$ cat config.mk
export PLATFORM = sky130hd
export DESIGN_NAME = biquad_iir_filter_core
export DESIGN_NICKNAME = d
export VERILOG_FILES = /design/src/rtl/bqf_pkg.sv /design/src/rtl/bqf_mul.sv /design/src/rtl/bqf_comb.sv /design/src/rtl/bqf_out_stage.sv /design/src/rtl/biquad_iir_filter_core.sv
export SDC_FILE = /design/constraint.sdc
export NUM_CORES = 2
export LEC_CHECK = 0
export BUFFER_PORTS_ARGS = -buffer_cell sky130_fd_sc_hd__buf_2
export CAP_MARGIN = 20
export CORE_MARGIN = 2
export CORE_UTILIZATION = 59
export DETAILED_ROUTE_END_ITERATION = 12
export PLACE_DENSITY = 0.86
export SYNTH_ARGS = -nofsm -noshare
export SYNTH_HDL_FRONTEND = slang
export SYNTH_SLANG_ARGS = --single-unit
export TNS_END_PERCENT = 100
$ cat constraint.sdc
create_clock -name clk -period 11.5 [get_ports clk]
set_input_delay 1.15 -clock clk [delete_from_list [all_inputs] [get_ports clk]]
set_output_delay 1.15 -clock clk [all_outputs]
set_load 0.03 [all_outputs]
$ cat src/rtl/bqf_pkg.sv
`default_nettype none

package bqf_pkg;

  // Fixed field widths
  localparam int COEF_WIDTH      = 24;
  localparam int SAMPLE_WIDTH    = 16;
  localparam int CFG_COUNT       = 5;
  localparam int CFG_INDEX_WIDTH = 3;

  // Operand chunk of the shared multiplier (coef magnitude x chunk)
  localparam int MUL_CHUNK = 32;

  // Parameter defaults
  localparam int DEF_COEF_FRAC_BITS = 20;
  localparam int DEF_STATE_WIDTH    = 48;

  // Reset value of coef_ff0 (unity gain at 20 fractional bits)
  localparam logic [COEF_WIDTH-1:0] COEF_FF0_RESET = 24'd1048576;

  // Output limits
  localparam logic [SAMPLE_WIDTH-1:0] SAMPLE_MAX = 16'h7fff;
  localparam logic [SAMPLE_WIDTH-1:0] SAMPLE_MIN = 16'h8000;

  // Product being worked on; the value also indexes the coefficient registers
  typedef enum logic [CFG_INDEX_WIDTH-1:0] {
    OP_FF0 = 3'd0,
    OP_FF1 = 3'd1,
    OP_FF2 = 3'd2,
    OP_FB1 = 3'd3,
    OP_FB2 = 3'd4
  } op_t;

  // Control of the scale / saturate / combine unit
  typedef struct packed {
    logic use_acc;   // feedback product: take the accumulator and scale it down
    logic subtract;  // subtract the product from the base instead of adding it
  } comb_ctrl_t;

endpackage

`default_nettype wire

$ cat src/rtl/bqf_mul.sv
`default_nettype none

module bqf_mul (
  input  wire logic                                          clk,
  input  wire logic                                          en,
  input  wire logic [bqf_pkg::COEF_WIDTH-1:0]                a,
  input  wire logic [bqf_pkg::MUL_CHUNK-1:0]                 b,
  output logic      [bqf_pkg::COEF_WIDTH+bqf_pkg::MUL_CHUNK-1:0] prod
);
  import bqf_pkg::*;

  localparam int PW = COEF_WIDTH + MUL_CHUNK;

  // Unsigned magnitude multiply, result registered
  always_ff @(posedge clk) begin
    if (en) begin
      prod <= PW'(a) * PW'(b);
    end
  end

endmodule

`default_nettype wire

$ cat src/rtl/bqf_comb.sv
`default_nettype none

module bqf_comb #(
  parameter int STATE_WIDTH    = bqf_pkg::DEF_STATE_WIDTH,
  parameter int COEF_FRAC_BITS = bqf_pkg::DEF_COEF_FRAC_BITS,
  parameter int ACC_WIDTH      = bqf_pkg::COEF_WIDTH + 2 * bqf_pkg::MUL_CHUNK
) (
  input  wire bqf_pkg::comb_ctrl_t                                 ctrl,
  input  wire logic [bqf_pkg::COEF_WIDTH+bqf_pkg::MUL_CHUNK-1:0]    prod,
  input  wire logic [ACC_WIDTH-1:0]                                acc,
  input  wire logic                                                neg,
  input  wire logic [STATE_WIDTH-1:0]                              base,
  output logic      [STATE_WIDTH-1:0]                              result
);
  import bqf_pkg::*;

  localparam int SW = STATE_WIDTH;

  localparam logic [SW-1:0] CAP    = {1'b1, {(SW-1){1'b0}}};
  localparam logic [SW-1:0] ST_MAX = {1'b0, {(SW-1){1'b1}}};
  localparam logic [SW-1:0] ST_MIN = {1'b1, {(SW-1){1'b0}}};

  logic [ACC_WIDTH-1:0] q;
  logic                 over;
  logic [SW-1:0]        mag;
  logic                 eff_neg;
  logic [SW:0]          sum;

  // Scale (feedback products truncate toward zero on the magnitude)
  assign q    = ctrl.use_acc ? (acc >> COEF_FRAC_BITS) : ACC_WIDTH'(prod);
  assign over = |q[ACC_WIDTH-1:SW-1];

  // Saturate the signed product to the state range
  always_comb begin
    if (over) begin
      mag = neg ? CAP : ST_MAX;
    end else begin
      mag = q[SW-1:0];
    end
  end

  // base +/- product, one adder with carry-in
  assign eff_neg = neg ^ ctrl.subtract;
  assign sum = {base[SW-1], base}
             + ({1'b0, mag} ^ {(SW+1){eff_neg}})
             + (SW+1)'(eff_neg);

  // Clamp to the state range
  always_comb begin
    if (sum[SW] != sum[SW-1]) begin
      result = sum[SW] ? ST_MIN : ST_MAX;
    end else begin
      result = sum[SW-1:0];
    end
  end

endmodule

`default_nettype wire

$ cat src/rtl/bqf_out_stage.sv
`default_nettype none

module bqf_out_stage #(
  parameter int STATE_WIDTH    = bqf_pkg::DEF_STATE_WIDTH,
  parameter int COEF_FRAC_BITS = bqf_pkg::DEF_COEF_FRAC_BITS
) (
  input  wire logic                               clk,
  input  wire logic                               rst,
  input  wire logic                               load,
  input  wire logic [STATE_WIDTH-1:0]             y_mag,
  input  wire logic                               y_neg,
  output logic                                    free,
  output logic                                    out_valid,
  input  wire logic                               out_ready,
  output logic      [bqf_pkg::SAMPLE_WIDTH-1:0]   filtered,
  output logic                                    clipped
);
  import bqf_pkg::*;

  localparam int SW = STATE_WIDTH;
  localparam logic [SW-1:0] POS_LIMIT = SW'(2 ** (SAMPLE_WIDTH - 1) - 1);
  localparam logic [SW-1:0] NEG_LIMIT = SW'(2 ** (SAMPLE_WIDTH - 1));

  logic [SW-1:0]           qm;
  logic                    clip_next;
  logic [SAMPLE_WIDTH-1:0] filtered_next;

  assign free = !out_valid || out_ready;

  // Truncate toward zero on the magnitude, then clamp to 16 bits
  assign qm = y_mag >> COEF_FRAC_BITS;

  always_comb begin
    if (y_neg) begin
      clip_next     = qm > NEG_LIMIT;
      filtered_next = clip_next ? SAMPLE_MIN : -qm[SAMPLE_WIDTH-1:0];
    end else begin
      clip_next     = qm > POS_LIMIT;
      filtered_next = clip_next ? SAMPLE_MAX : qm[SAMPLE_WIDTH-1:0];
    end
  end

  // Output register
  always_ff @(posedge clk) begin
    if (rst) begin
      out_valid <= 1'b0;
    end else if (load) begin
      out_valid <= 1'b1;
    end else if (out_ready) begin
      out_valid <= 1'b0;
    end
  end

  always_ff @(posedge clk) begin
    if (load) begin
      filtered <= filtered_next;
      clipped  <= clip_next;
    end
  end

endmodule

`default_nettype wire

$ cat src/rtl/biquad_iir_filter_core.sv
// Second-order IIR section, transposed direct form II, with two state banks.
//
// Channels (valid/ready, item moves when both are high):
//   input  : bank, sample        -- bank picks one of two delay-state pairs
//   output : filtered, clipped   -- one item per input item, in order
//   config : cfg_index, cfg_data -- coefficients ff0, ff1, ff2, fb1, fb2
//            (index 0..4); other indexes are dropped. cfg_ready is always
//            high; write only while no item is in flight.
//
// Sequence: one 24x32 multiplier does all five products, one at a time. Each
// product runs through the multiply state and then the combine state; feedback
// products also pass through the accumulate state once for each chunk, since
// the output is multiplied in 32-bit chunks. The finished item then goes to the
// output register, and only after that does in_ready return, so the core takes
// no new input item while one is in flight.
//
// Reset clears both delay banks and loads the default coefficients (unity
// pass-through). If the output is stalled, the finished item waits in the core
// until the output register is free; only then is the next input item taken.
`default_nettype none

module biquad_iir_filter_core #(
  parameter int COEF_FRAC_BITS = bqf_pkg::DEF_COEF_FRAC_BITS,
  parameter int STATE_WIDTH    = bqf_pkg::DEF_STATE_WIDTH
) (
  input  wire logic                                   clk,
  input  wire logic                                   rst,
  // input items
  input  wire logic                                   in_valid,
  output logic                                        in_ready,
  input  wire logic                                   bank,
  input  wire logic [bqf_pkg::SAMPLE_WIDTH-1:0]       sample,
  // result items
  output logic                                        out_valid,
  input  wire logic                                   out_ready,
  output logic      [bqf_pkg::SAMPLE_WIDTH-1:0]       filtered,
  output logic                                        clipped,
  // coefficient writes
  input  wire logic                                   cfg_valid,
  output logic                                        cfg_ready,
  input  wire logic [bqf_pkg::CFG_INDEX_WIDTH-1:0]    cfg_index,
  input  wire logic [bqf_pkg::COEF_WIDTH-1:0]         cfg_data
);
  import bqf_pkg::*;

  localparam int SW   = STATE_WIDTH;
  localparam int NCH  = (STATE_WIDTH + MUL_CHUNK - 1) / MUL_CHUNK;
  localparam int CH_W = (NCH > 1) ? $clog2(NCH) : 1;
  localparam int YW   = NCH * MUL_CHUNK;
  localparam int PW   = COEF_WIDTH + MUL_CHUNK;
  localparam int AW   = COEF_WIDTH + YW;
  localparam logic [CH_W-1:0] CH_LAST = CH_W'(NCH - 1);

  typedef enum logic [4:0] {
    ST_IDLE = 5'b00001,
    ST_MUL  = 5'b00010,
    ST_ACC  = 5'b00100,
    ST_COMB = 5'b01000,
    ST_OUT  = 5'b10000
  } state_t;

  state_t                  state;
  op_t                     op;
  logic [CH_W-1:0]         ch;
  logic                    bank_q;
  logic [SAMPLE_WIDTH-1:0] x_mag;
  logic                    x_neg;
  logic [SW-1:0]           y;
  logic [SW-1:0]           y_mag;
  logic                    y_neg;
  logic [SW-1:0]           t_val;
  logic [SW-1:0]           u_val;
  logic [SW-1:0]           d1 [2];
  logic [SW-1:0]           d2 [2];
  logic [AW-1:0]           acc;
  logic [AW-1:0]           acc_next;
  logic [COEF_WIDTH-1:0]   coef_mag [CFG_COUNT];
  logic                    coef_neg [CFG_COUNT];

  logic                    is_fb;
  logic                    mul_en;
  logic [CH_W-1:0]         mul_ch;
  logic [YW-1:0]           y_mag_ext;
  logic [MUL_CHUNK-1:0]    mul_b;
  logic [PW-1:0]           prod;
  comb_ctrl_t              cctrl;
  logic                    prod_neg;
  logic [SW-1:0]           base;
  logic [SW-1:0]           result;
  logic                    out_free;
  logic                    out_load;

  assign in_ready  = (state == ST_IDLE);
  assign cfg_ready = 1'b1;

  // Coefficients kept as sign and magnitude
  always_ff @(posedge clk) begin
    if (rst) begin
      for (int i = 0; i < CFG_COUNT; i++) begin
        coef_mag[i] <= (i == int'(OP_FF0)) ? COEF_FF0_RESET : '0;
        coef_neg[i] <= 1'b0;
      end
    end else if (cfg_valid && (cfg_index < CFG_INDEX_WIDTH'(CFG_COUNT))) begin
      coef_mag[cfg_index] <= cfg_data[COEF_WIDTH-1] ? -cfg_data : cfg_data;
      coef_neg[cfg_index] <= cfg_data[COEF_WIDTH-1];
    end
  end

  // Multiplier operands
  assign is_fb     = (op == OP_FB1) || (op == OP_FB2);
  assign mul_ch    = (state == ST_ACC) ? ch + 1'b1 : ch;
  assign mul_en    = (state == ST_MUL) || ((state == ST_ACC) && (ch != CH_LAST));
  assign y_mag_ext = YW'(y_mag);
  assign mul_b     = is_fb ? y_mag_ext[mul_ch * MUL_CHUNK +: MUL_CHUNK]
                           : MUL_CHUNK'(x_mag);

  bqf_mul u_mul (
    .clk  (clk),
    .en   (mul_en),
    .a    (coef_mag[op]),
    .b    (mul_b),
    .prod (prod)
  );

  // Chunk accumulation for feedback products
  assign acc_next = ((ch == '0) ? '0 : acc) + (AW'(prod) << (ch * MUL_CHUNK));

  always_ff @(posedge clk) begin
    if (state == ST_ACC) begin
      acc <= acc_next;
    end
  end

  // Base operand and add/subtract per product
  always_comb begin
    unique case (op)
      OP_FF0: base = d1[bank_q];
      OP_FF1: base = d2[bank_q];
      OP_FF2: base = '0;
      OP_FB1: base = t_val;
      OP_FB2: base = u_val;
      default: base = '0;
    endcase
  end

  assign cctrl.use_acc  = is_fb;
  assign cctrl.subtract = is_fb;
  assign prod_neg       = coef_neg[op] ^ (is_fb ? y_neg : x_neg);

  bqf_comb #(
    .STATE_WIDTH    (STATE_WIDTH),
    .COEF_FRAC_BITS (COEF_FRAC_BITS),
    .ACC_WIDTH      (AW)
  ) u_comb (
    .ctrl   (cctrl),
    .prod   (prod),
    .acc    (acc),
    .neg    (prod_neg),
    .base   (base),
    .result (result)
  );

  // Sequencer
  always_ff @(posedge clk) begin
    if (rst) begin
      state <= ST_IDLE;
      op    <= OP_FF0;
      ch    <= '0;
    end else begin
      unique case (state)
        ST_IDLE: begin
          if (in_valid) begin
            state <= ST_MUL;
            op    <= OP_FF0;
            ch    <= '0;
          end
        end
        ST_MUL: begin
          ch    <= '0;
          state <= is_fb ? ST_ACC : ST_COMB;
        end
        ST_ACC: begin
          if (ch == CH_LAST) begin
            state <= ST_COMB;
          end else begin
            ch <= ch + 1'b1;
          end
        end
        ST_COMB: begin
          if (op == OP_FB2) begin
            state <= ST_OUT;
          end else begin
            op    <= op_t'(op + 1'b1);
            ch    <= '0;
            state <= ST_MUL;
          end
        end
        ST_OUT: begin
          if (out_free) begin
            state <= ST_IDLE;
          end
        end
        default: state <= ST_IDLE;
      endcase
    end
  end

  // Input item capture
  always_ff @(posedge clk) begin
    if (in_valid && in_ready) begin
      bank_q <= bank;
      x_neg  <= sample[SAMPLE_WIDTH-1];
      x_mag  <= sample[SAMPLE_WIDTH-1] ? -sample : sample;
    end
  end

  // Intermediate results
  always_ff @(posedge clk) begin
    if (state == ST_COMB) begin
      unique case (op)
        OP_FF0: y     <= result;
        OP_FF1: t_val <= result;
        OP_FF2: u_val <= result;
        default: ;
      endcase
    end
  end

  // Output magnitude and sign, registered from y
  always_ff @(posedge clk) begin
    y_neg <= y[SW-1];
    y_mag <= y[SW-1] ? -y : y;
  end

  // Delay state, both banks
  always_ff @(posedge clk) begin
    if (rst) begin
      d1[0] <= '0;
      d1[1] <= '0;
      d2[0] <= '0;
      d2[1] <= '0;
    end else if (state == ST_COMB) begin
      if (op == OP_FB1) begin
        d1[bank_q] <= result;
      end
      if (op == OP_FB2) begin
        d2[bank_q] <= result;
      end
    end
  end

  assign out_load = (state == ST_OUT) && out_free;

  bqf_out_stage #(
    .STATE_WIDTH    (STATE_WIDTH),
    .COEF_FRAC_BITS (COEF_FRAC_BITS)
  ) u_out (
    .clk       (clk),
    .rst       (rst),
    .load      (out_load),
    .y_mag     (y_mag),
    .y_neg     (y_neg),
    .free      (out_free),
    .out_valid (out_valid),
    .out_ready (out_ready),
    .filtered  (filtered),
    .clipped   (clipped)
  );

  // Checks
  a_acc_fb_only: assert property (@(posedge clk) disable iff (rst)
    state == ST_ACC |-> (op == OP_FB1 || op == OP_FB2))
    else $error("accumulate state entered for a feed-forward product");

  a_chunk_range: assert property (@(posedge clk) disable iff (rst)
    state == ST_ACC |-> ch <= CH_LAST)
    else $error("chunk counter out of range");

  a_item_held: assert property (@(posedge clk) disable iff (rst)
    state != ST_IDLE |=> $stable(x_mag) && $stable(bank_q))
    else $error("item operands changed while in flight");

  a_out_loaded: assert property (@(posedge clk) disable iff (rst)
    state == ST_OUT && out_free |=> out_valid && state == ST_IDLE)
    else $error("finished item not presented");

  a_clip_extreme: assert property (@(posedge clk) disable iff (rst)
    out_valid && clipped |-> filtered == SAMPLE_MAX || filtered == SAMPLE_MIN)
    else $error("clipped item not at a limit");

endmodule

`default_nettype wire

Word-level counts from Yosys, hierarchy flattened
Memories as Yosys holds them, arrays and structs flattened. A register that Yosys moved wholly into a read port is not among the register bits. Index checks and enable logic that the tools add are counted.

Memories: 4. Output and inout bits: 20. RAM bits: 317. Register bits after elaboration: 382. Logic and storage cells: 141. Input bits: 49.

Memories: coef_mag (depth 5, width 24, read ports 1, clocked after Yosys merged registers in 1, write ports 5, RTL line biquad_iir_filter_core.sv:77) `logic [COEF_WIDTH-1:0] coef_mag [CFG_COUNT];`; d1 (depth 2, width 48, read ports 1, clocked after Yosys merged registers in 1, write ports 2, RTL line biquad_iir_filter_core.sv:73) `logic [SW-1:0] d1 [2];`; d2 (depth 2, width 48, read ports 1, clocked after Yosys merged registers in 1, write ports 2, RTL line biquad_iir_filter_core.sv:74) `logic [SW-1:0] d2 [2];`; coef_neg (depth 5, width 1, read ports 1, clocked after Yosys merged registers in 1, write ports 5, RTL line biquad_iir_filter_core.sv:78) `logic coef_neg [CFG_COUNT];`.

Bitwise operators: 4. Muxes and demuxes: 63. Equality and inequality tests: 14. Order comparisons: 3. Reductions and logical operators: 23. Shifts and indexed selects: 2. Multipliers: 1. $add $sub $neg: 9.

Operators with widths (number): two-way mux 48 bit (6); case mux 48 bit (4 select lines) (1); OR reduction 48 bit (2); adder 88 bit (1); two-way mux 88 bit (1); left shift 56 x 6 -> 88 bit (1); two-way mux 68 bit (1); indexed part select 64 x 7 -> 32 bit (1); multiplier 24 x 32 -> 56 bit (1); adder 49 x 1 -> 49 bit (1); adder 49 bit (1); bitwise XOR 48 x 49 -> 49 bit (1); two-way mux 16 bit (3); two-way mux 24 bit (2); negator 48 bit (1); two-way mux 47 bit (1); OR reduction 41 bit (1); two-way mux 32 bit (1); negator 16 bit (2); two-way mux 1 bit (30); > comparator 28 x 15 -> 1 bit (second input constant) (1); > comparator 28 x 16 -> 1 bit (second input constant) (1); case mux 5 bit (5 select lines) (1); two-way mux 3 bit (8); 31 further kinds (49).

Depth between registers and ports, before layout
Depth after elaboration: 12. Mapped depth: 38. Gate-level depth less buffers: 32.

By module
From an unflattened synthesis, not the netlist that was laid out.

Cells, all modules: 6352. Area total of the unflattened synthesis: 66606.4 sq um.

Modules (own cells, without submodules): biquad_iir_filter_core (sequential area each 20519.7 sq um, cells an instance 2599, area an instance 33767.4 sq um, instances 1); bqf_mul (sequential area each 1681.6 sq um, cells an instance 2899, area an instance 26539.2 sq um, instances 1); bqf_comb (sequential area each 0.0 sq um, cells an instance 722, area an instance 5022.3 sq um, instances 1); bqf_out_stage (sequential area each 530.5 sq um, cells an instance 132, area an instance 1277.5 sq um, instances 1).

Least setup slack after synthesis
No wires, ideal clock.

Path kind: register to register. Start point: reg state[3]. End point: reg u_mul.prod[55] (netlist bit) (data pin). Buffers on the path: 3. Required time: 11235 ps. Library setup time: 265 ps. Setup slack: 732 ps. Clock period less this slack: 10768 ps. Cell stages (with the launch flop): 36. Arrival time: 10503 ps. Path through: dfxtp_1 > nor3_1 > nand3b_1 > inv_1 > ha_1 > clkbuf_1 > buf_1 > mux2i_1 > a21o_1 > clkbuf_1 > nor2_1 > fa_1 > inv_1 > fa_1 > inv_1 > fa_1 > inv_1 > fa_1 > inv_1 > fa_1 > fa_1 > inv_1 > fa_1 > inv_1 > ha_1 > and3_1 > o211ai_1 > a31oi_1 > nor3_1 > a311o_1 > a2111o_1 > a31oi_1 > a31oi_1 > o21ai_0 > a221oi_1 > xnor2_1.

Longest elaborated chain between the ends: 5.

Ends and longest elaborated chain: from (decl) (RTL line biquad_iir_filter_core.sv:62) `state_t state;`; from (signal assigned) (RTL line biquad_iir_filter_core.sv:180) `state <= is_fb ? ST_ACC : ST_COMB;`; == test 5 x 3 -> 1 bit (RTL line biquad_iir_filter_core.sv:111) `assign mul_ch = (state == ST_ACC) ? ch + 1'b1 : ch;`; two-way mux 1 bit (RTL line biquad_iir_filter_core.sv:111); indexed part select 64 x 7 -> 32 bit (RTL line biquad_iir_filter_core.sv:114) `assign mul_b = is_fb ? y_mag_ext[mul_ch * MUL_CHUNK +: MUL_CHUNK]`; two-way mux 32 bit (RTL line biquad_iir_filter_core.sv:114); multiplier 24 x 32 -> 56 bit (RTL line bqf_mul.sv:17) `prod <= PW'(a) * PW'(b);`; to (signal assigned) (RTL line bqf_mul.sv:17); to (decl) (RTL line bqf_mul.sv:8) `output logic [bqf_pkg::COEF_WIDTH+bqf_pkg::MUL_CHUNK-1:0] prod`.

Every way passes these cells. A chain may end at the register's enable or synchronous reset.

Worst setup path after layout
Start point: reg state[3]. End point: reg u_mul.prod[52] (netlist bit) (data pin).

Same word-level chain as after synthesis.

==> run metrics <==
number of synthesized flops with an enable pin 714; largest net degree at the start of global routing 103; gr ovfl total 0; global-route wire length before repair 302,400 um; Most used DFF post-synth edfxtp_1; Distinct cells, synth 84; Die Wd 336.9 um; Port Buffers 67; Crit path required time 11.92 ns; die height 336.9 um; vias in the first global route 51,620; flop and latch count out of synthesis 777; setup_tns 0 ns; min-delay worst type register to register; dpl hpwl 146,400 um; Max FO, Critical Path 15; RR Startpoint state[3]; max frequency 95.34 MHz; Synth area leaders edfxtp_1 (33%), fa_1 (20%), ha_1 (5.9%); Clock Pin Slew Worst Setup and Hold Paths 0.06 ns; IO Pins 69; Pre-antenna DRT Iters 10; Synth top area share 0.3280; post-synth top area cell edfxtp_1; antenna violations before repair 12; unrepaired setup endpoints after global routing false; Skew-Pair Late Insertion Delay 0.69 ns; CTS Buf Count 83; Synth Cell Area 65,370 um2; status finished clean; Setup-failing EPs final 0; Max-Cap Viols 0; Placed Area 67,370 um2; sequential-to-total area share from yosys stat 0.3473; GPL Wtd Cong 0.9880; Synth Warn # 0; Crit-path slowest cell a21oi_1; layout cells sized above 1 0.08448; critical path startpoint category register; Bufs on Longest Clock Path 3; H-tree depth 3; Worst-Margin Slew 1.260 ns; DRC Markers 0; nets@finish 7,424; Largest delay share family, worst path adder cells; fin. max-slew vios 0; fin crit period 10.49 ns; Hold WS 0.4777 ns; final hold violations 0; Crit path buffers/inverters 6; Initial Utilization 0.5931; Sink Count 777; root buffer cell clkbuf_16; worst stage delay on the critical path 0.91 ns; Worst Setup End Kind register; Resized Gates After CTS 0; crit path kind register to register; die area 113,500 um2; area growth from synthesis to layout 7.467%; hold_sp y[39]; cell mode on critical path fa_1; CTS tree built; number of cell rows 122; CP startpoint state[3]; synthesized area per cell 10.13 um2; final WL 198,200 um; wire per inst 24.88 um; Synth Instances 6,451; design area 70,250 um2; Post-synth ARST share 0; core area 110,200 um2; Vias 50,440; detailed router's first-iteration violation count 6,594; Via density 6.329; antenna-violating nets left 0; Post-CTS Setup Inserts 0; WP data arrival 10.91 ns; Hold-fix buffers, CTS 0; fin crit share 0.9121; Max-Slew Margin vs Limit 0.1536; Setup Skew 0.03794 ns; Tot GR Track Use 0.3529
[metal layers]
| layer | vias up | track usage | routed length (um) |
|---|---|---|---|
| li1 | 21330 | - | - |
| met1 | 24580 | 0.4750 | 71830 |
| met2 | 3736 | 0.5274 | 86670 |
| met3 | 787 | 0.09185 | 27470 |
| met4 | 14 | 0.1880 | 12170 |
| met5 | - | 0 | 96 |
[final timing paths]
check / to / slack (ns) / cells after the start
max reg2reg: u_mul.prod[52] / 1.01 / 31
max: u_mul.prod[52] / 1.01 / 31
min reg2reg: y_mag[39] / 0.48 / 1
min: y_mag[39] / 0.48 / 1
[layout make-up]
cell class | count | area [um2]
clock buffer | 99 | 2157
timing repair buffer | 149 | 1041
sequential | 777 | 22720
tap | 1488 | 1862
multi-input combinational | 4552 | 38700
inverter | 845 | 3173
fill | 8357 | 39960
clock inverter | 53 | 590.6
antenna | 6 | 15.01
[sequential cells by signal (all words and copies together) (netlist names), 48 cells and up, named ones only]
signal      flops
acc            87
coef_mag      192
d1             96
d2             96
t_val          48
u_mul.prod     56
u_val          48
y              48
y_mag          48
[synthesized netlist by cell type, drive strengths merged, types with 16 or more instances]
library cell	number
a211oi	24
a21o	108
a21oi	361
a222oi	48
a31oi	25
and2	123
and3	40
buf	36
clkbuf	316
dfxtp	63
edfxtp	714
fa	659
ha	308
inv	845
mux2	144
mux2i	50
mux4	50
nand2	570
nand2b	65
nand3	52
nand4	49
nor2	857
nor2b	33
nor3	34
o21a	29
o21ai	183
o21bai	38
o31ai	31
or2	16
or3	45
or4	16
xnor2	263
xor2	86
[stage by stage]
| stage | cells | worst slack [ns] | util |
|---|---|---|---|
| after floorplan | 6526 | 0.7320 | - |
| after global placement | 7805 | 1.740 | 0.6112 |
| after detailed placement | 7806 | 1.347 | 0.6113 |
| after CTS | 7958 | 1.224 | 0.6362 |
| after global routing | 7963 | 0.5844 | 0.6373 |
| final | 7969 | 1.011 | 0.6374 |
[logic make-up after synthesis]
logic type                 share of synthesized area
AOI/OAI and AO/OA                            0.09369
DFF                                           0.3473
buffers and inverters                        0.06915
adders and majority gates                     0.2612
other                                      0.0001149
xor gates and xnor gates                     0.04676
muxes                                        0.04969
and+or+nand+nor                               0.1321
[cells in the final DEF, fill, tap and decap left out, drive strengths merged, types with 38 or more instances in the layout]
cell type    n
mux2       144
nand2b      65
xor2        86
ha         308
or3         45
dfxtp       63
mux2i       50
and2       123
edfxtp     714
mux4        50
o21bai      38
a21o       108
xnor2      263
nand3       52
nor2       857
conb        77
nand4       49
o21ai      183
buf        149
a222oi      48
and3        40
nand2      570
fa         659
a21oi      361
inv        855
clkbuf      99
Power is not shown: default switching activity piles up to over one toggle a cycle in this logic, so the estimate is an artifact.
